File: config.mk
export PLATFORM = sky130hd
export DESIGN_NAME = cfps_controller
export DESIGN_NICKNAME = d
export VERILOG_FILES = /design/src/hdl/cfps_pkg.sv /design/src/hdl/cfps_controller.sv
export SDC_FILE = /design/constraint.sdc
export NUM_CORES = 1
export LEC_CHECK = 0
export BUFFER_PORTS_ARGS = -buffer_cell sky130_fd_sc_hd__buf_4
export CORE_AREA = 2 2 39 41
export CTS_CLUSTER_SIZE = 12
export DETAILED_ROUTE_END_ITERATION = 10
export DIE_AREA = 0 0 41 43
export PLACE_DENSITY = 0.48
export SLEW_MARGIN = 20
export SYNTH_ARGS = -nofsm -noshare
export SYNTH_HDL_FRONTEND = slang
export SYNTH_SLANG_ARGS = --single-unit
File: constraint.sdc
create_clock -name clock -period 1.55 [get_ports clock]
set_input_delay 0.31 -clock clock [delete_from_list [all_inputs] [get_ports clock]]
set_output_delay 0.31 -clock clock [all_outputs]
set_load 0.03 [all_outputs]
File: src/hdl/cfps_pkg.sv
// ----------------------------------------------------------------------------
// cfps_pkg
// Shared types and constants for the colored free page stack cache:
// request and response words, action and outcome codes, and the command
// and status bundles between the controller and the datapath.
// ----------------------------------------------------------------------------
package cfps_pkg;

   // geometry
   localparam int NUM_LISTS   = 4;
   localparam int NUM_COLORS  = 8;
   localparam int STACK_DEPTH = 7;
   localparam int FILL_LIMIT  = 6;
   localparam int PAGE_BITS   = 32;

   localparam int NUM_STACKS  = NUM_LISTS * NUM_COLORS;
   localparam int STACK_BITS  = (NUM_STACKS > 1) ? $clog2(NUM_STACKS) : 1;
   localparam int DEPTH_BITS  = $clog2(STACK_DEPTH + 1);
   localparam int MEM_WORDS   = NUM_STACKS * STACK_DEPTH;
   localparam int ADDR_BITS   = $clog2(MEM_WORDS);

   typedef logic [STACK_BITS-1:0] stack_type;
   typedef logic [DEPTH_BITS-1:0] depth_type;
   typedef logic [ADDR_BITS-1:0]  addr_type;
   typedef logic [PAGE_BITS-1:0]  page_type;
   typedef logic [31:0]           word32_type;

   // request action codes
   typedef enum logic [1:0] {
      ACT_ALLOC = 2'd0,
      ACT_FREE  = 2'd1,
      ACT_FILL  = 2'd2,
      ACT_DRAIN = 2'd3
   } action_type;

   // response outcome codes
   typedef enum logic [2:0] {
      OC_NONE   = 3'd0,
      OC_GRANT  = 3'd1,
      OC_SPILL  = 3'd2,
      OC_ACCEPT = 3'd3,
      OC_REJECT = 3'd4
   } outcome_type;

   // request word
   typedef struct packed {
      action_type  action;
      logic [1:0]  list_index;
      logic [2:0]  color;
      logic [31:0] page;
   } req_type;

   // response word
   typedef struct packed {
      outcome_type outcome;
      logic [31:0] page_out;
      logic        last;
   } rsp_type;

   // controller to datapath
   typedef struct packed {
      logic capture;
      logic exec;
      logic grant;
      logic spill;
      logic push;
   } cmd_type;

   // datapath to controller
   typedef struct packed {
      logic alloc_hit;
      logic spill_start;
      logic spill_done;
      logic is_free;
   } sts_type;

endpackage

File: src/hdl/cfps_controller.sv
// ----------------------------------------------------------------------------
// cfps_controller
// Sequencer for one request: capture, execute, then either finish, wait
// for a popped page, or spill a stack one entry per cycle, then push a free.
// ----------------------------------------------------------------------------
module cfps_controller (
   input  logic              clock,
   input  logic              reset,
   input  logic              start,
   output logic              busy,
   output cfps_pkg::cmd_type cmd,
   input  cfps_pkg::sts_type sts
);

   typedef enum logic [4:0] {
      ST_IDLE  = 5'b00001,
      ST_EXEC  = 5'b00010,
      ST_GRANT = 5'b00100,
      ST_SPILL = 5'b01000,
      ST_PUSH  = 5'b10000
   } state_type;

   state_type state_ff;
   state_type state_in;

   // next state and commands
   always_comb begin
      state_in = state_ff;
      cmd      = '0;
      busy     = 1'b1;
      unique case (state_ff)
         ST_IDLE: begin
            busy = 1'b0;
            if (start) begin
               cmd.capture = 1'b1;
               state_in    = ST_EXEC;
            end
         end
         ST_EXEC: begin
            cmd.exec = 1'b1;
            if (sts.alloc_hit) begin
               state_in = ST_GRANT;
            end else if (sts.spill_start) begin
               state_in = ST_SPILL;
            end else begin
               state_in = ST_IDLE;
            end
         end
         ST_GRANT: begin
            cmd.grant = 1'b1;
            state_in  = ST_IDLE;
         end
         ST_SPILL: begin
            cmd.spill = 1'b1;
            if (sts.spill_done) begin
               state_in = sts.is_free ? ST_PUSH : ST_IDLE;
            end
         end
         ST_PUSH: begin
            cmd.push = 1'b1;
            state_in = ST_IDLE;
         end
         default: begin
            state_in = ST_IDLE;
         end
      endcase
   end

   // state register
   always_ff @(posedge clock) begin
      if (reset) begin
         state_ff <= ST_IDLE;
      end else begin
         state_ff <= state_in;
      end
   end

endmodule

### After elaboration in Yosys (flattened, before gate mapping)

Cells that the tools add are included.

* register bits: 5
* latch bits: 0
* memory bits (writable): 0
* bits in read-only memories: 0
* input bits: 7
* output and inout port bits: 6
* word-level logic and storage cells: 22
* memories: 0

* add/subtract/negate cells: 0
* $mul: 0
* div/mod/pow operators: 0
* magnitude comparators: 0
* equality and inequality tests: 7
* shift-type cells: 0
* muxes and demuxes: 13
* bitwise gates (word level): 0
* reduce and logical (&&, ||, !) cells: 1

Operators with widths (number)
* 5-bit two-way mux: 4
* 5-bit one-hot mux with 3 select lines: 1
* 1-bit two-way mux: 7
* 5-bit by 1-bit equality test with 1-bit output (second input constant): 1
* 5-bit by 2-bit equality test with 1-bit output (second input constant): 1
* 5-bit by 3-bit equality test with 1-bit output (second input constant): 1
* 5-bit by 4-bit equality test with 1-bit output (second input constant): 1
* 5-bit equality test (second input constant): 1
* 4-bit two-way mux: 1
* 2-bit != test (second input constant): 2
* 2-bit AND reduction: 1

### Longest topological paths before layout

* depth after elaboration: 3
* mapped depth: 4
* depth with buffers taken out: 4

### Worst setup path before layout

Ideal clock, no wire load.

* path kind: reg2out
* from: reg state_ff[0]
* to: out cmd[2] (netlist name)
* arrival: 1.460 ns
* required time: 1.240 ns
* slack: -0.220 ns
* stages on the path, launching flop included: 3
* buffers on the path: 0
* path through: dfxtp_1 > nor2_2 > nor4bb_1

RTL lines
* start: declaration: line cfps_controller.sv:23 `state_type state_ff;`
* start signal: assignment: line cfps_controller.sv:74 `state_ff <= state_in;`
* end: declaration: line cfps_controller.sv:11 `output cfps_pkg::cmd_type cmd,`

==> flow_metrics.tcl <==
set metrics [dict create \
    outcome "complete, no violations" \
    p_per_area_mw_per_mm2 836 \
    start_kind "flop" \
    holdPathEnd "state_ff[1]" \
    synthSimpleGateAreaFrac 0.420 \
    synth-seq-cells 5 \
    drt-pass1-iter-count 4 \
    nets 58 \
    floorplan.initialDensity 0.198 \
    clk_pin_slew_ns 0.04 \
    io_buffers 12 \
    synth.yosys.seq_area_share 0.365 \
    dp_hpwl_um 557 \
    reg.largest.list "state_ff x5" \
    drt_iter0_drc 4 \
    vias 302 \
    peakVddDrop_uv 254 \
    crit_top_cell "buf_4" \
    slew_viol_final 0 \
    fp.dieH_um 43 \
    cp.depth 3 \
    synth_edf_count 0 \
    timing.hold.ws_ns 0.277 \
    gp_congestion 0.668 \
    cts.sinks 5 \
    yosysTopAreaCellShare 0.365 \
    numCtsBuffers 3 \
    timing.rr.start "state_ff[3]" \
    slowest_delay_ns 0.33 \
    syn_area_um2 274 \
    fin_ws_ns 0.0556 \
    cts.root.buffer_cell "clkbuf_4" \
    hp-class "in2reg" \
    tritoncts "yes" \
    path_cells "buf_4, nor4bb_2, buf_4" \
    layout_commonest_cell "buf_4" \
    core_mm2 0.00138 \
    reg2reg_slack_ns 0.18 \
    startpoint "state_ff[3]" \
    dieArea_mm2 0.00176 \
    num_rows 14 \
    dp_slack_ns 0.112 \
    synthTopCellsByArea "dfxtp_1 (37%), nor4b_1 (6.4%), nor2_2 (4.6%), a2111o_1 (4.1%), inv_1 (4.1%)" \
    leakagePower_uw 0.000204 \
    dpl_cell_area_um2 405 \
    synthAdderAreaFrac 0 \
    fin_crit_ns 1.49 \
    crit_type "reg2out" \
    reg2regPathDepth 4 \
    ys_types 20 \
    clock.fmax_mhz 669 \
    worst_slew_pin_slew_ns 0.414 \
    synthArstFlopShare 0 \
    largest_reg_flops 5 \
    timing.rr.end "state_ff[0]" \
    hold_start "reset" \
    diodes 0 \
    drt-total-wl_um 683 \
    grt_pass1_vias 281 \
    die_w_um 41 \
    worstPathArrival_ns 1.18 \
    synth_warnings 0 \
    grt_overflow 0 \
    slew_headroom 0.721 \
    clk_path_buf_depth 2 \
    muxShareOfSynthArea 0 \
    grt_pass1_wl_um 1140 \
    insertion_delay_ns 0.24 \
    grt_max_degree 6 \
    synthCells 32 \
    cap_violations 0 \
    path_buf_inv 2 \
    critical_path.max_fanout 5 \
    area_delta_synth_final_pct 68.9 \
    hold_depth 2 \
    ant_nets 0 \
    wl_per_cell_um 10.3 \
    mostFrequentLayoutCells "buf_4 (14), inv_1 (3), clkbuf_4 (3), dfxtp_1 (3)" \
    syn_nets 39 \
    worst_path_max_delay_cell "dfxtp_1" \
    cp.required_ns 1.24 \
    drive_gt1_frac 0.560 \
    clock_skew_ns 0.00275 \
    setup_viol 0 \
    cts_max_level 1 \
    synth_top_area_cell "dfxtp_1" \
    synth_flop_cell "dfxtp_1" \
    ios 13 \
    grt_usage 0.0984 \
    cp-end-kind "output port" \
    syn_avg_cell_area_um2 8.56 \
    design_area_um2 463 \
    drc 0 \
    synth_top_family_by_area "simple AND/OR/NAND/NOR gates" \
    hold_viol_final 0 \
    largest_register "state_ff" \
    viasPerCell 4.58 \
    antenna_found_initial 0 \
    synth_compound_area_frac 0.174 \
    synth_xor_area_frac 0 \
    cp_top_family "buffers and inverters" \
    fin_crit_sh 0.964 \
]
## how the worst max path moves through the flow
stage / to / slack (ns)
after global placement: cmd[4] / 0.14
after floorplan: cmd[4] / 0.03
after CTS: cmd[2] / 0.01
after global routing: cmd[4] / -0.001
after detailed placement: cmd[4] / 0.11
final: cmd[2] / 0.06
## Yosys cell counts (2+ instances only)
master   instances
nor3_1           2
nor4b_1          2
nand2_1          2
nor2_1           3
dfxtp_1          5
inv_1            3
nor2_2           2
## worst reg2reg max path, delay by kind of cell (launching register included)
family                 cells  cell delay, ns
buffers and inverters      1            0.16
flip-flops                 1            0.37
AO/OA/AOI/OAI              1            0.37
AND/OR/NAND/NOR            2            0.36
## stage by stage
stage	setup TNS (ns)	instances	utilization	power [uW]
after floorplan	0	32	-	194
after global placement	0	61	0.293	230
final	0	66	0.335	387
after CTS	0	65	0.317	381
after global routing	-0.00101	66	0.335	410
after detailed placement	0	61	0.293	230
## cell type report
class | count | area [um^2]
Multi-Input combinational cell | 24 | 198
Clock buffer | 4 | 26.3
Tap cell | 16 | 20.0
Timing Repair Buffer | 14 | 105
Fill cell | 156 | 921
Inverter | 3 | 11.3
Sequential cell | 5 | 103
## metal layers
layer / routed length [um] / vias to the layer above / global-route usage
met2: 340 / 11 / 0.128
met4: 14 / 0 / 0.100
met5: 0 / - / 0
met1: 286 / 135 / 0.125
met3: 41 / 2 / 0.0157
li1: - / 154 / -
## kinds of logic after synthesis
logic type      count (synthesis)
buf+inv                         3
simple gates                   18
flops                           5
compound gates                  6
## report_power, final
part	switching (uW)	total, uW	internal [uW]
combinational	52.5	98.8	46.2
clock	48.0	145	97.0
sequential	7.16	143	136
## repair_timing
action / in CTS / in global routing
pin swaps: 2 / 3
gates resized for setup: 2 / 5
endpoints found under the hold margin: 0 / 0
hold buffers: 0 / 0
setup buffers: 0 / 1
setup endpoints to repair: 3 / 3
No activity file was read; power rests on OpenSTA's default activity.
